### src/vtea_isqrt.sv
// Combinational-free wide integer square root (sxy scaled), done as 32 stepped stages.
`default_nettype none
module vtea_isqrt (
  input  wire          clk,
  input  wire [63:0]   n_in,
  output logic [31:0]  r_out
);
  logic [63:0] n_r [0:31];
  logic [63:0] res_r [0:32];
  always_ff @(posedge clk) begin
    n_r[0] <= n_in;
    res_r[0] <= '0;
  end
  for (genvar i = 0; i < 32; i++) begin : g_st
    localparam logic [63:0] BIT = 64'd1 << (62 - 2 * i);
    logic take;
    assign take = n_r[i] >= res_r[i] + BIT;
    always_ff @(posedge clk) begin
      if (take) res_r[i+1] <= (res_r[i] >> 1) + BIT;
      else res_r[i+1] <= res_r[i] >> 1;
    end
    if (i < 31) begin : g_n
      always_ff @(posedge clk) begin
        if (take) n_r[i+1] <= n_r[i] - (res_r[i] + BIT);
        else n_r[i+1] <= n_r[i];
      end
    end
  end
  assign r_out = res_r[32][31:0];
endmodule
`default_nettype wire

### config.mk
export PLATFORM = sky130hd
export DESIGN_NAME = vtea_isqrt
export DESIGN_NICKNAME = d
export VERILOG_FILES = /design/src/vtea_isqrt.sv
export SDC_FILE = /design/constraint.sdc
export NUM_CORES = 2
export LEC_CHECK = 0
export BUFFER_PORTS_ARGS = -buffer_cell sky130_fd_sc_hd__buf_2
export CAP_MARGIN = 15
export CORE_ASPECT_RATIO = 2
export CORE_MARGIN = 2
export CORE_UTILIZATION = 45
export CTS_CLUSTER_DIAMETER = 50
export DETAILED_ROUTE_END_ITERATION = 8
export GPL_ROUTABILITY_DRIVEN = 0
export SLEW_MARGIN = 20
export SYNTH_ARGS = -nofsm -noshare
export SYNTH_HDL_FRONTEND = slang
export SYNTH_MEMORY_MAX_BITS = 65536
export SYNTH_SLANG_ARGS = --single-unit
### constraint.sdc
create_clock -name clk -period 7.4 [get_ports clk]
set_clock_uncertainty 0.05 [all_clocks]
set_input_delay 1.11 -clock clk [delete_from_list [all_inputs] [get_ports clk]]
set_output_delay 1.11 -clock clk [all_outputs]
set_load 0.01 [all_outputs]
# Word-level counts from Yosys, hierarchy flattened
# Memories as Yosys holds them, arrays and structs flattened.
# Index checks and enable logic that the tools add are counted.
# Widths: inputs -> output; s select.
classes:
  add_sub_neg: 95
  order_cmp: 32
  muxes: 159
  n_bitwise: 63
op_table:
  columns: ["operator", "count"]
  rows:
  - ["$mux 64", 63]
  - ["$ge 64x64->1", 32]
  - ["$sub 64x64->64", 31]
  - ["$mux 1", 96]
  - ["$add 63x1->64 const B", 1]
  - ["$add 63x11->64 const B", 1]
  - ["$add 63x13->64 const B", 1]
  - ["$add 63x15->64 const B", 1]
  - ["$add 63x17->64 const B", 1]
  - ["$add 63x19->64 const B", 1]
  - ["$add 63x21->64 const B", 1]
  - ["$add 63x23->64 const B", 1]
  - ["$add 63x25->64 const B", 1]
  - ["$add 63x27->64 const B", 1]
  - ["$add 63x29->64 const B", 1]
  - ["$add 63x3->64 const B", 1]
  - ["$add 63x31->64 const B", 1]
  - ["$add 63x33->64 const B", 1]
  - ["$add 63x35->64 const B", 1]
  - ["$add 63x37->64 const B", 1]
  - ["$add 63x39->64 const B", 1]
  - ["$add 63x41->64 const B", 1]
  - ["$add 63x43->64 const B", 1]
  - ["$add 63x45->64 const B", 1]
  - ["45 further kinds", 107]
word_totals:
  register_bits: 0
  ramBits: 4160
  inputBits: 65
  out_inout_bits: 32
  wordCells: 351
  memories: 2
mem_list:
  columns: ["name", "depth", "width", "rd", "rd_ports_with_merged_regs", "wr", "line_no", "rtl"]
  rows:
  - ["res_r", 33, 64, 33, 0, 33, "9", "logic [63:0] res_r [0:32];"]
  - ["n_r", 32, 64, 32, 0, 32, "8", "logic [63:0] n_r [0:31];"]

# Logic depth before layout (Yosys ltp)
depth:
  word_depth: 5
  depth_mapped: 15

# Least setup slack after synthesis
# No wires, ideal clock.
synth_timing:
  path_kind: "reg-to-reg"
  from: "memory n_r[17][50], in the netlist n_r[4][114]"
  to: "memory n_r[18][38], in the netlist n_r[4][166]"
  arrival_ps: 3277
  slack_ps: 3951
  path_stages_with_launch: 11
  path_buffers: 2
  path_cell_list: "dfxtp_1 or3_4 nor3_4 nand3_2 or4_4 or3_4 or4_4 or4_4 buf_6 buf_6 mux2_4"
synth_lines:
  columns: ["item", "line_no"]
  rows:
  - ["from (decl)", "8"]

==> out/results.tsv <==
metric	value	unit
hold_violations	0	
row_count	239	
maxCapViolCount	0	
syn_area	96070	sq um
clockBufferDepth	4	
regToRegSetupSlack	2130	ps
fin_crit	5272	ps
dp_hpwl	245100	microns
io_pins	97	
vias	70560	
final_cell_count_no_fill	12800	
start_util	45.31	%
drt-total-wl	307000	microns
drv_slew	0	
grt_pass1_vias	74820	
cts.clk_slew.worst_paths	70	ps
hold_path_class	in -> reg	
htreeDepth	4	
crit_family	simple AND/OR/NAND/NOR gates	
nets	10420	
intPower	28240	uW
p_seq_share	46.4	%
yosysTopAreaCell	dfxtp_1	
grt.total_usage	28.09	%
yosysWarnings	0	
fin_setup_tns	0	ps
area_growth	12.23	%
cts_buffers	220	
cts_hold_buf	0	
postCtsSetupRepairBufs	0	
synth-edff-count	0	
power	43230	uW
cts_resized	0	
place_ws	2330	ps
cts_tree	yes	
ys_ff_latch	2576	
root_buffer	clkbuf_16	
crit_path_frequent_cell	nand4_1	
arrival	5970	ps
yosysMostFrequentCell	dfxtp_1	
rsz0062_at_grt	no	
grt_max_degree	65	
synth.distinct_cells	85	
clock_latency	920	ps
period_share	71.24	%
drtIter0Drc	3125	
die_x	330.7	microns
dr.pass1.iters	6	
vdd_drop_max	0.3210	mV
grt_pass1_wl	444400	microns
drc	0	
core	212000	sq um
antenna_found_initial	38	
wl_per_cell	23.98	microns
swShare	34.66	%
dp_cells	12350	
cts_sinks	2576	
dieHeight	657.4	microns
path_class	reg -> reg	
grt-ovfl-total	0	
status	finished clean	
fin_ws	2128	ps
comb_power_share	26.0	%
cp-end-kind	flip-flop	
powerDensity	400.9	nW/um^2
p_clk_share	27.7	%
synthTopCellsByCount	2576 x dfxtp_1, 679 x inv_1, 676 x nand2_1	
critPathSlowestCell	nand4_1	
ant_nets	0	
cp_cell_sequence	inv_1, ha_1, nand4_1, or4_1, nor4_2, buf_6, nand4_1, nand4_1, a21oi_4, or2_2, or3_1, nor4_1, xor2_1	
start_kind	flip-flop	
avgSynthCellArea	9.999	sq um
tightest_slew	1260	ps
slew_headroom	15.74	%
synth_top_area_share	53.68	%
fmax	0.1897	GHz
switchingPower	14980	uW
async_reset_ff_share	0	%
vias_per_cell	5.513	
final_layout_size_suffix_gt1_share	7.518	%
cpPeakStageDelay	690	ps
port_buffers	96	
required	8090	ps
synthTopCellsByArea	dfxtp_1 54%, ha_1 7.3%, xor2_1 4.1%	
synth_nets	10230	
yosysSeqAreaShare	53.68	%
finalSetupViolCount	0	
crit_fanout	9	
critPathBufInv	2	
syn_inst	9608	
p_leak	0.04865	uW
synth-main-ff-cell	dfxtp_1	
dieArea	217400	sq um
[final cells by class]
class,count,area [sq um]
tap,2771,3467
clock inverter,104,1262
multi-input combinational,6148,41510
inverter,681,2556
sequential,2576,51570
fill,19020,104200
timing repair buffer,173,1077
antenna,53,132.6
clock buffer,294,6235
[cells by family (layout without fill, tap and decap cells)]
kind of cell / after synthesis / in the layout / share of synthesized area, %
AND/OR/NAND/NOR: 2839 / 2839 / 15.11
flip-flops: 2576 / 2576 / 53.68
AO/OA/AOI/OAI: 1773 / 1773 / 11.31
XOR/XNOR: 887 / 887 / 8.087
buffers and inverters: 884 / 1252 / 3.487
adder cells (fa/ha/maj): 558 / 558 / 7.268
multiplexers: 91 / 91 / 1.065
other: 0 / 53 / 0
[path summary, 6_finish.rpt]
kind                    startpoint                  to  depth (start not counted)
max          res_r[23][38]$_DFF_P_  n_r[6][63]$_DFF_P_                         13
min                       n_in[62]  n_r[0][62]$_DFF_P_                          1
max reg2reg  res_r[23][38]$_DFF_P_  n_r[6][63]$_DFF_P_                         13
min reg2reg     n_r[3][15]$_DFF_P_  n_r[3][79]$_DFF_P_                          0
[placed cells by master (no fill, tap or decap), drive strengths merged, types with 100 or more instances in the layout]
master,count
a21o,189
a21oi,575
buf,172
clkbuf,295
dfxtp,2576
ha,558
inv,691
nand2,676
nand2b,101
nand3,139
nand4,160
nor2,625
nor3,270
nor4,334
o21ai,477
or3,100
xnor2,435
xor2,452
[state kept, by name, summed over array words and instances, names as in the netlist]
register,flops
res_r,528
n_r,2048
[layer usage]
layer	share of wire (%)	track usage, %
met1	23	15.85
met4	16	37.39
met5	0.041	0
met2	57	56.69
met3	4.2	6.439
[power groups by stage]
stage          registers [uW]  logic, uW  clock network [uW]
6_report                20000      11200               12000
5_1_grt                 20300      12200               12700
4_1_cts                 19800      10900               12100
3_5_place_dp            20100      10800                   0
3_3_place_gp            20100      10600                   0
2_1_floorplan           18800       7780                   0
[stage by stage]
stage	area (sq um)	util, %	hold slack [ps]
floorplan	96070	-	272.4
finish	107800	50.85	217.6
CTS	107500	50.71	164.2
global route	107700	50.81	181.1
detailed placement	100000	47.18	282.8
global placement	99950	47.14	279.0
Note: power is estimated with default switching activity, not from simulation.
