## src/vtea_pkg.sv

```systemverilog
// Shared types, constants and tables for the vector to elevation/azimuth unit.
`default_nettype none
package vtea_pkg;
  localparam int CW     = 16;
  localparam int AFB    = 16;
  localparam int STAGES = 18;
  localparam int SW     = 62;
  localparam int ZW     = 34;
  localparam int SQW    = 2 * CW + 2;
  localparam int KW     = 5;

  localparam logic signed [ZW-1:0] HALF_PI30 = 34'sd1686629713;
  localparam logic signed [ZW-1:0] PI30      = 34'sd3373259426;
  localparam logic [ZW:0] TWO_PI30 = 35'd6746518852;

  // elevation source
  localparam logic [2:0] EM_ZERO   = 3'd0;
  localparam logic [2:0] EM_POS    = 3'd1;
  localparam logic [2:0] EM_NEG    = 3'd2;
  localparam logic [2:0] EM_CORDIC = 3'd3;

  // azimuth source
  localparam logic [1:0] AM_ZERO = 2'd0;
  localparam logic [1:0] AM_PI   = 2'd1;
  localparam logic [1:0] AM_POS  = 2'd2;
  localparam logic [1:0] AM_NEG  = 2'd3;

  function automatic logic signed [ZW-1:0] atan_tab(input int i);
    logic signed [ZW-1:0] r;
    unique case (i)
      0: r = 34'sd843314856;  1: r = 34'sd497837829;
      2: r = 34'sd263043836;  3: r = 34'sd133525158;
      4: r = 34'sd67021686;   5: r = 34'sd33543515;
      6: r = 34'sd16775850;   7: r = 34'sd8388437;
      8: r = 34'sd4194282;    9: r = 34'sd2097149;
      10: r = 34'sd1048575;   11: r = 34'sd524287;
      12: r = 34'sd262143;    13: r = 34'sd131071;
      14: r = 34'sd65535;     15: r = 34'sd32767;
      16: r = 34'sd16383;     17: r = 34'sd8191;
      18: r = 34'sd4095;      19: r = 34'sd2047;
      20: r = 34'sd1023;      21: r = 34'sd511;
      22: r = 34'sd255;       23: r = 34'sd127;
      24: r = 34'sd63;        25: r = 34'sd31;
      26: r = 34'sd15;        27: r = 34'sd7;
      28: r = 34'sd3;         29: r = 34'sd1;
      default: r = '0;
    endcase
    return r;
  endfunction

  // item state carried along the chain
  typedef struct packed {
    logic              vld;
    logic [SQW-1:0]    sq;
    logic [SQW-1:0]    rt;
    logic [SQW-1:0]    bt;
    logic [CW-1:0]     len;
    logic signed [CW-1:0] x;
    logic signed [CW-1:0] y;
    logic signed [CW-1:0] z;
    logic [2*CW:0]     sxy;
  } sq_t;

  typedef struct packed {
    logic signed [SW+1:0] x;
    logic signed [SW+1:0] y;
    logic signed [ZW-1:0] z;
  } cv_t;

  typedef struct packed {
    logic              vld;
    logic [CW-1:0]     len;
    cv_t               e;
    cv_t               a;
    logic [2:0]        emode;
    logic [1:0]        amode;
  } ang_t;
endpackage
`default_nettype wire

```

## src/vtea_sqrt_cell.sv

```systemverilog
// One restoring square root step per cell, two radicand bits per root bit.
`default_nettype none
module vtea_sqrt_cell (
  input  wire            clk,
  input  wire            rst_n,
  input  vtea_pkg::sq_t  d_in,
  output vtea_pkg::sq_t  d_out
);
  import vtea_pkg::*;
  sq_t nxt;
  always_comb begin
    nxt = d_in;
    nxt.vld = d_in.vld && rst_n;
    if (d_in.sq >= d_in.rt + d_in.bt) begin
      nxt.sq = d_in.sq - (d_in.rt + d_in.bt);
      nxt.rt = (d_in.rt >> 1) + d_in.bt;
    end else begin
      nxt.rt = d_in.rt >> 1;
    end
    nxt.bt = d_in.bt >> 2;
  end
  always_ff @(posedge clk) begin
    d_out <= nxt;
  end
endmodule
`default_nettype wire

```

## config.mk

```make
export PLATFORM = sky130hd
export DESIGN_NAME = vtea_sqrt_cell
export DESIGN_NICKNAME = d
export VERILOG_FILES = /design/src/vtea_pkg.sv /design/src/vtea_sqrt_cell.sv
export SDC_FILE = /design/constraint.sdc
export NUM_CORES = 1
export LEC_CHECK = 0
export BUFFER_PORTS_ARGS = -buffer_cell sky130_fd_sc_hd__clkbuf_2
export CELL_PAD_IN_SITES_DETAIL_PLACEMENT = 1
export CELL_PAD_IN_SITES_GLOBAL_PLACEMENT = 2
export CORE_MARGIN = 2
export CORE_UTILIZATION = 25
export CTS_CLUSTER_SIZE = 40
export DETAILED_ROUTE_END_ITERATION = 7
export MAX_ROUTING_LAYER = met4
export PLACE_DENSITY = 0.88
export SKIP_LAST_GASP = 1
export SLEW_MARGIN = 40
export SYNTH_ARGS = -nofsm -noshare
export SYNTH_HDL_FRONTEND = slang
export SYNTH_SLANG_ARGS = --single-unit
export TNS_END_PERCENT = 20
```

## constraint.sdc

```tcl
create_clock -name clk -period 4.1 [get_ports clk]
set_clock_uncertainty 0.05 [all_clocks]
set_input_delay 0.205 -clock clk [delete_from_list [all_inputs] [get_ports clk]]
set_output_delay 0.205 -clock clk [all_outputs]
set_load 0.02 [all_outputs]
```

# Word level (Yosys, flattened, before mapping)
# Index checks and enable logic that the tools add are counted.
# op_classes
addsub	3
mul	0
div	0
magnitude_cmp	1
eq_ne	0
shift	0
mux	2
n_bitwise	0
reduce_logical	1
# ops
cell	count
$add A33 B34 Y34	1
$add A34 B34 Y34	1
$ge A34 B34 Y1	1
$mux W34	1
$sub A34 B34 Y34	1
$mux W33	1
$logic_and A1 B1 Y1	1
# word_totals
ff_bits	198
latchBits	0
ramBits	0
romBits	0
input_bits	202
elab_cells	17
mem_count	0

# Depth between registers and ports, before layout
# logic_depth
ltp_word	3
depth_mapped	24
ltp_nobuf	22

# Least setup slack after synthesis
# OpenSTA, ideal clock, no wires.
# synth_timing
path_kind	input port to flip-flop
start	input port d_in[104] (netlist name)
end	register d_out[198] (netlist name)
setup_time_ns	0.121
t_arrival_ns	4.267
required_time_ns	3.929
path_slack_ns	-0.338
stages	20
path_buffers	1
path_cell_list	ha_1 -> buf_6 -> a2111o_1 -> o21ai_2 -> o211ai_2 -> o21a_2 -> a31o_2 -> a21o_1 -> a21oi_1 -> xor2_1 -> ha_1 -> a21o_1 -> a21o_1 -> a21o_1 -> a211oi_1 -> o21bai_1 -> a221oi_1 -> a21oi_1 -> xor2_1 -> mux2_2
# synth_rtl
item	line_no	text
from (decl)	vtea_sqrt_cell.sv:6	input vtea_pkg::sq_t d_in,
to (signal assigned)	vtea_sqrt_cell.sv:23	d_out <= nxt;
to (decl)	vtea_sqrt_cell.sv:7	output vtea_pkg::sq_t d_out

==> flow_summary.html <==
<table>
<tr><th>Metric</th><th>Value</th></tr>
<tr><th colspan="2">STA</th></tr>
<tr><td>Max-slew headroom</td><td>48.25%</td></tr>
<tr><td>Highest clock rate</td><td>245.6 MHz</td></tr>
<tr><td>Final period utilization</td><td>99.30%</td></tr>
<tr><td>Min setup slack post-route</td><td>0.02877 ns</td></tr>
<tr><td>Max-slew violation total from the final report</td><td>0</td></tr>
<tr><td>Setup_tns</td><td>0 ns</td></tr>
<tr><td>RSZ-0062 raised after global routing</td><td>true</td></tr>
<tr><td>Post-layout min period</td><td>4.071 ns</td></tr>
<tr><td>Setup violations, final</td><td>0</td></tr>
<tr><td>Final count of hold timing violations</td><td>0</td></tr>
<tr><td>Worst slew pin tran</td><td>0.7662 ns</td></tr>
<tr><th colspan="2">Clocking</th></tr>
<tr><td>Longest Clk Path Bufs</td><td>2</td></tr>
<tr><td>Post-CTS clock slew at the launch and capture registers of the worst setup and hold paths</td><td>0.09 ns</td></tr>
<tr><td>CTS H-tree depth</td><td>4</td></tr>
<tr><td>Clk Tree Root Cell</td><td>clkbuf_16</td></tr>
<tr><td>Clock sink count</td><td>198</td></tr>
<tr><td>TritonCTS clock tree</td><td>done</td></tr>
<tr><td>Inserted Clock Buffers</td><td>17</td></tr>
<tr><th colspan="2">Synthesis</th></tr>
<tr><td>Cell area after synthesis</td><td>9864 sq um</td></tr>
<tr><td>Dominant cell by count in the synthesized netlist</td><td>dfxtp_1</td></tr>
<tr><td>Post-synthesis area per instance</td><td>9.254 sq um</td></tr>
<tr><td>Number of synthesized register bits</td><td>198</td></tr>
<tr><td>Share of synthesized area spent on multiplexers</td><td>1.205%</td></tr>
<tr><td>Count of yosys warnings during synthesis</td><td>0</td></tr>
<tr><td>Cell types with the largest area share after synthesis</td><td>dfxtp_1 (40%), ha_1 (13%), nand2_1 (4.4%)</td></tr>
<tr><td>Count of distinct cell types in the synthesized netlist</td><td>66</td></tr>
<tr><td>Commonest cells post-synth</td><td>dfxtp_1 (198), nand2_1 (115), ha_1 (100)</td></tr>
<tr><td>Dominant combinational cell family by area after synthesis</td><td>compound AO/OA/AOI/OAI gates</td></tr>
<tr><td>Largest area contributor in the synthesized netlist</td><td>dfxtp_1</td></tr>
<tr><td>Compound-gate portion of the synthesized area</td><td>22.43%</td></tr>
<tr><td>Post-synthesis share of cell area spent on and, or, nand and nor gates</td><td>12.28%</td></tr>
<tr><td>Adder-cell area share of the yosys netlist</td><td>13.29%</td></tr>
<tr><td>Post-Synth XOR/XNOR Area</td><td>7.902%</td></tr>
<tr><td>Area share of the leading cell type in the synthesized netlist</td><td>40.18%</td></tr>
<tr><td>Post-synthesis sequential area ratio</td><td>40.18%</td></tr>
<tr><td>Post-synthesis instance total</td><td>1066</td></tr>
<tr><td>Proportion of synthesized flip-flops having asynchronous set or reset</td><td>0%</td></tr>
<tr><td>Post-synth top flop</td><td>dfxtp_1</td></tr>
<tr><td>Count of flip-flops with a built-in enable after synthesis</td><td>0</td></tr>
<tr><th colspan="2">GRT</th></tr>
<tr><td>Grt ovf</td><td>0</td></tr>
<tr><td>Global-route wire length before repair</td><td>72750 microns</td></tr>
<tr><td>Number of antenna violations at the first check in global routing</td><td>6</td></tr>
<tr><td>Maximum number of pins on one net before global-route repair</td><td>24</td></tr>
<tr><td>Number of global-route vias before repair</td><td>12280</td></tr>
<tr><td>GRT Total Usage</td><td>24.05%</td></tr>
<tr><th colspan="2">Route</th></tr>
<tr><td>Detail Route Antenna Nets</td><td>0</td></tr>
<tr><td>Remaining DRCs</td><td>0</td></tr>
<tr><td>Total met2 wirelength after detailed routing</td><td>26400 microns</td></tr>
<tr><td>Detailed-route wire length per cell</td><td>21.70 microns</td></tr>
<tr><td>Amount of wire on met3 after detailed routing</td><td>3285 microns</td></tr>
<tr><td>Routed length on met1</td><td>20210 microns</td></tr>
<tr><td>Topmost layer with routed signal wires</td><td>met4</td></tr>
<tr><td>Iter 0 DRT Violations</td><td>619</td></tr>
<tr><td>Via count</td><td>11570</td></tr>
<tr><td>Vias per Instance</td><td>4.874</td></tr>
<tr><td>Final routed wirelength across all metal layers</td><td>51490 microns</td></tr>
<tr><td>First-pass detailed-route iteration total</td><td>5</td></tr>
<tr><th colspan="2">Floorplan</th></tr>
<tr><td>Total number of placement rows</td><td>72</td></tr>
<tr><td>DIE WIDTH</td><td>202.6 microns</td></tr>
<tr><td>Core region area</td><td>38830 sq um</td></tr>
<tr><td>I/O Pins</td><td>402</td></tr>
<tr><td>Die Footprint</td><td>41060 sq um</td></tr>
<tr><td>Vertical die dimension</td><td>202.6 microns</td></tr>
<tr><td>Starting utilization of the core area</td><td>25.41%</td></tr>
<tr><th colspan="2">Cells and area</th></tr>
<tr><td>Largest register FFs</td><td>198</td></tr>
<tr><td>Largest registers</td><td>d_out: 198 flops</td></tr>
<tr><td>Fraction of layout instances using a drive strength above 1</td><td>37.80%</td></tr>
<tr><td>Nets</td><td>2141</td></tr>
<tr><td>Final cell area excluding filler cells</td><td>16830 sq um</td></tr>
<tr><td>Most flop-heavy register</td><td>d_out</td></tr>
<tr><td>Core utilization of the finished layout</td><td>43.36%</td></tr>
<tr><td>Area growth, synth to finish</td><td>70.66%</td></tr>
<tr><th colspan="2">Pwr</th></tr>
<tr><td>Total Power</td><td>7.938 mW</td></tr>
<tr><td>Power density of the placed cells</td><td>471.5 nW/um^2</td></tr>
<tr><td>Peak VDD IR</td><td>0.2946 mV</td></tr>
<tr><td>Leak Pwr</td><td>8.301 nW</td></tr>
<tr><th colspan="2">Placement</th></tr>
<tr><td>Routability congestion estimate from global placement</td><td>0.9769</td></tr>
<tr><td>IO buf count</td><td>399</td></tr>
<tr><td>Dpl hpwl</td><td>34450 microns</td></tr>
<tr><td>Placed instance area</td><td>13840 sq um</td></tr>
<tr><td>Post-placement setup slack</td><td>-0.7049 ns</td></tr>
<tr><th colspan="2">Setup path</th></tr>
<tr><td>Type of element launching the critical path</td><td>input port</td></tr>
<tr><td>Cell with the largest stage delay on the worst path</td><td>a2111o_1</td></tr>
<tr><td>Crit Path Class</td><td>input port to flip-flop</td></tr>
<tr><td>Maximum cell stage delay along the critical path</td><td>0.40 ns</td></tr>
<tr><td>Critical path arrival</td><td>4.39 ns</td></tr>
<tr><td>Cell Chain, Critical Path</td><td>buf_2, ha_4, a21o_1, a21oi_1, o21a_1, o31a_1, o21bai_2, nand2_1, a21boi_1, nor2_1, xor2_1, ha_1, a2111o_1, a32oi_2, o211ai_1, nor2b_2, a21oi_4, buf_12, buf_12, nand2_1, o21ai_0</td></tr>
<tr><td>Nature of the critical path endpoint</td><td>flip-flop</td></tr>
<tr><td>Worst Path Max Fanout</td><td>11</td></tr>
<tr><td>Required time at the worst-slack endpoint</td><td>4.42 ns</td></tr>
<tr><th colspan="2">Run</th></tr>
<tr><td>Max-capacitance violation count</td><td>0</td></tr>
<tr><th colspan="2">Run status</th></tr>
<tr><td>Run status</td><td>complete, no violations</td></tr>
<tr><th colspan="2">Worst hold path</th></tr>
<tr><td>Hold Path Class</td><td>input port to flip-flop</td></tr>
</table>
-- critical path: cells and delay by family --
family,cells,cell delay [ns]
adder cells (fa/ha/maj),2,0.60
AO/OA/AOI/OAI,11,2.51
XOR/XNOR,1,0.16
buffers and inverters,3,0.46
AND/OR/NAND/NOR,4,0.44
-- layout by cell type (no fill, tap or decap), drive strengths merged, types with 8 or more instances in the layout --
cell type      n
nand2        115
dfxtp        198
clkbuf       418
xor2          49
buf          202
nor3          11
and3          12
o21ai         95
clkinv         8
nor2b         11
xnor2         40
nor2          41
nand2b        12
nand3         24
dlygate4sd3  184
o21a          16
a21oi         85
a21o          57
o21bai        15
a31oi          9
ha           100
o211ai         9
inv           31
nand4         11
-- logic make-up (layout without fill, tap and decap cells) --
kind of cell             count (synthesis)  count (layout)
multiplexers                            11              11
other                                    1               8
flip-flops                             198             198
AND/OR/NAND/NOR                        260             260
adder cells (fa/ha/maj)                103             103
AO/OA/AOI/OAI                          342             342
XOR/XNOR                                89              89
buffers and inverters                   62             844
-- power by group --
group / switching (mW) / internal (mW) / leakage, nW / total [mW]
clock: 0.958 / 0.907 / 0.310 / 1.87
sequential: 0.151 / 2.26 / 1.67 / 2.41
combinational: 2.05 / 1.62 / 6.32 / 3.66
total: 3.15 / 4.78 / 8.30 / 7.94
-- what timing repair did --
item,4_1_cts,5_1_grt
hold endpoints to repair,184,0
gates cloned,0,5
setup endpoints to repair,52,67
pin swaps,1,33
setup buffers,1,15
hold buffers,184,0
resized for setup,5,60
-- worst paths after layout --
path / from / end / depth (start not counted)
min: d_in[144] / d_out[143]$_DFF_P_ / 3
max: d_in[132] / d_out[171]$_DFF_P_ / 21
-- area by class of cell --
class                           instances  area, sq um
Inverter                               26        100.1
Multi-Input combinational cell        807         5909
Clock buffer                           18        439.2
Antenna cell                            6        15.01
Sequential cell                       198         3964
Fill cell                            4505        21990
Clock inverter                         14        203.9
Tap cell                              518        648.1
Timing Repair Buffer                  786         5555
-- routing by layer --
layer / up-vias / GRT usage [%]
li1: 5388 / -
met2: 492 / 43.13
met3: 99 / 5.345
met4: 0 / 8.525
met5: - / -
met1: 5586 / 26.04
-- stage by stage --
step | instances | hold slack [ns]
after global placement | 2130 | 0.2570
after global routing | 2373 | 0.03471
after floorplan | 1067 | 0.1827
after detailed placement | 2130 | 0.2597
final | 2373 | 0.05118
after CTS | 2347 | 0.007468
(Power assumes the default switching activity.)
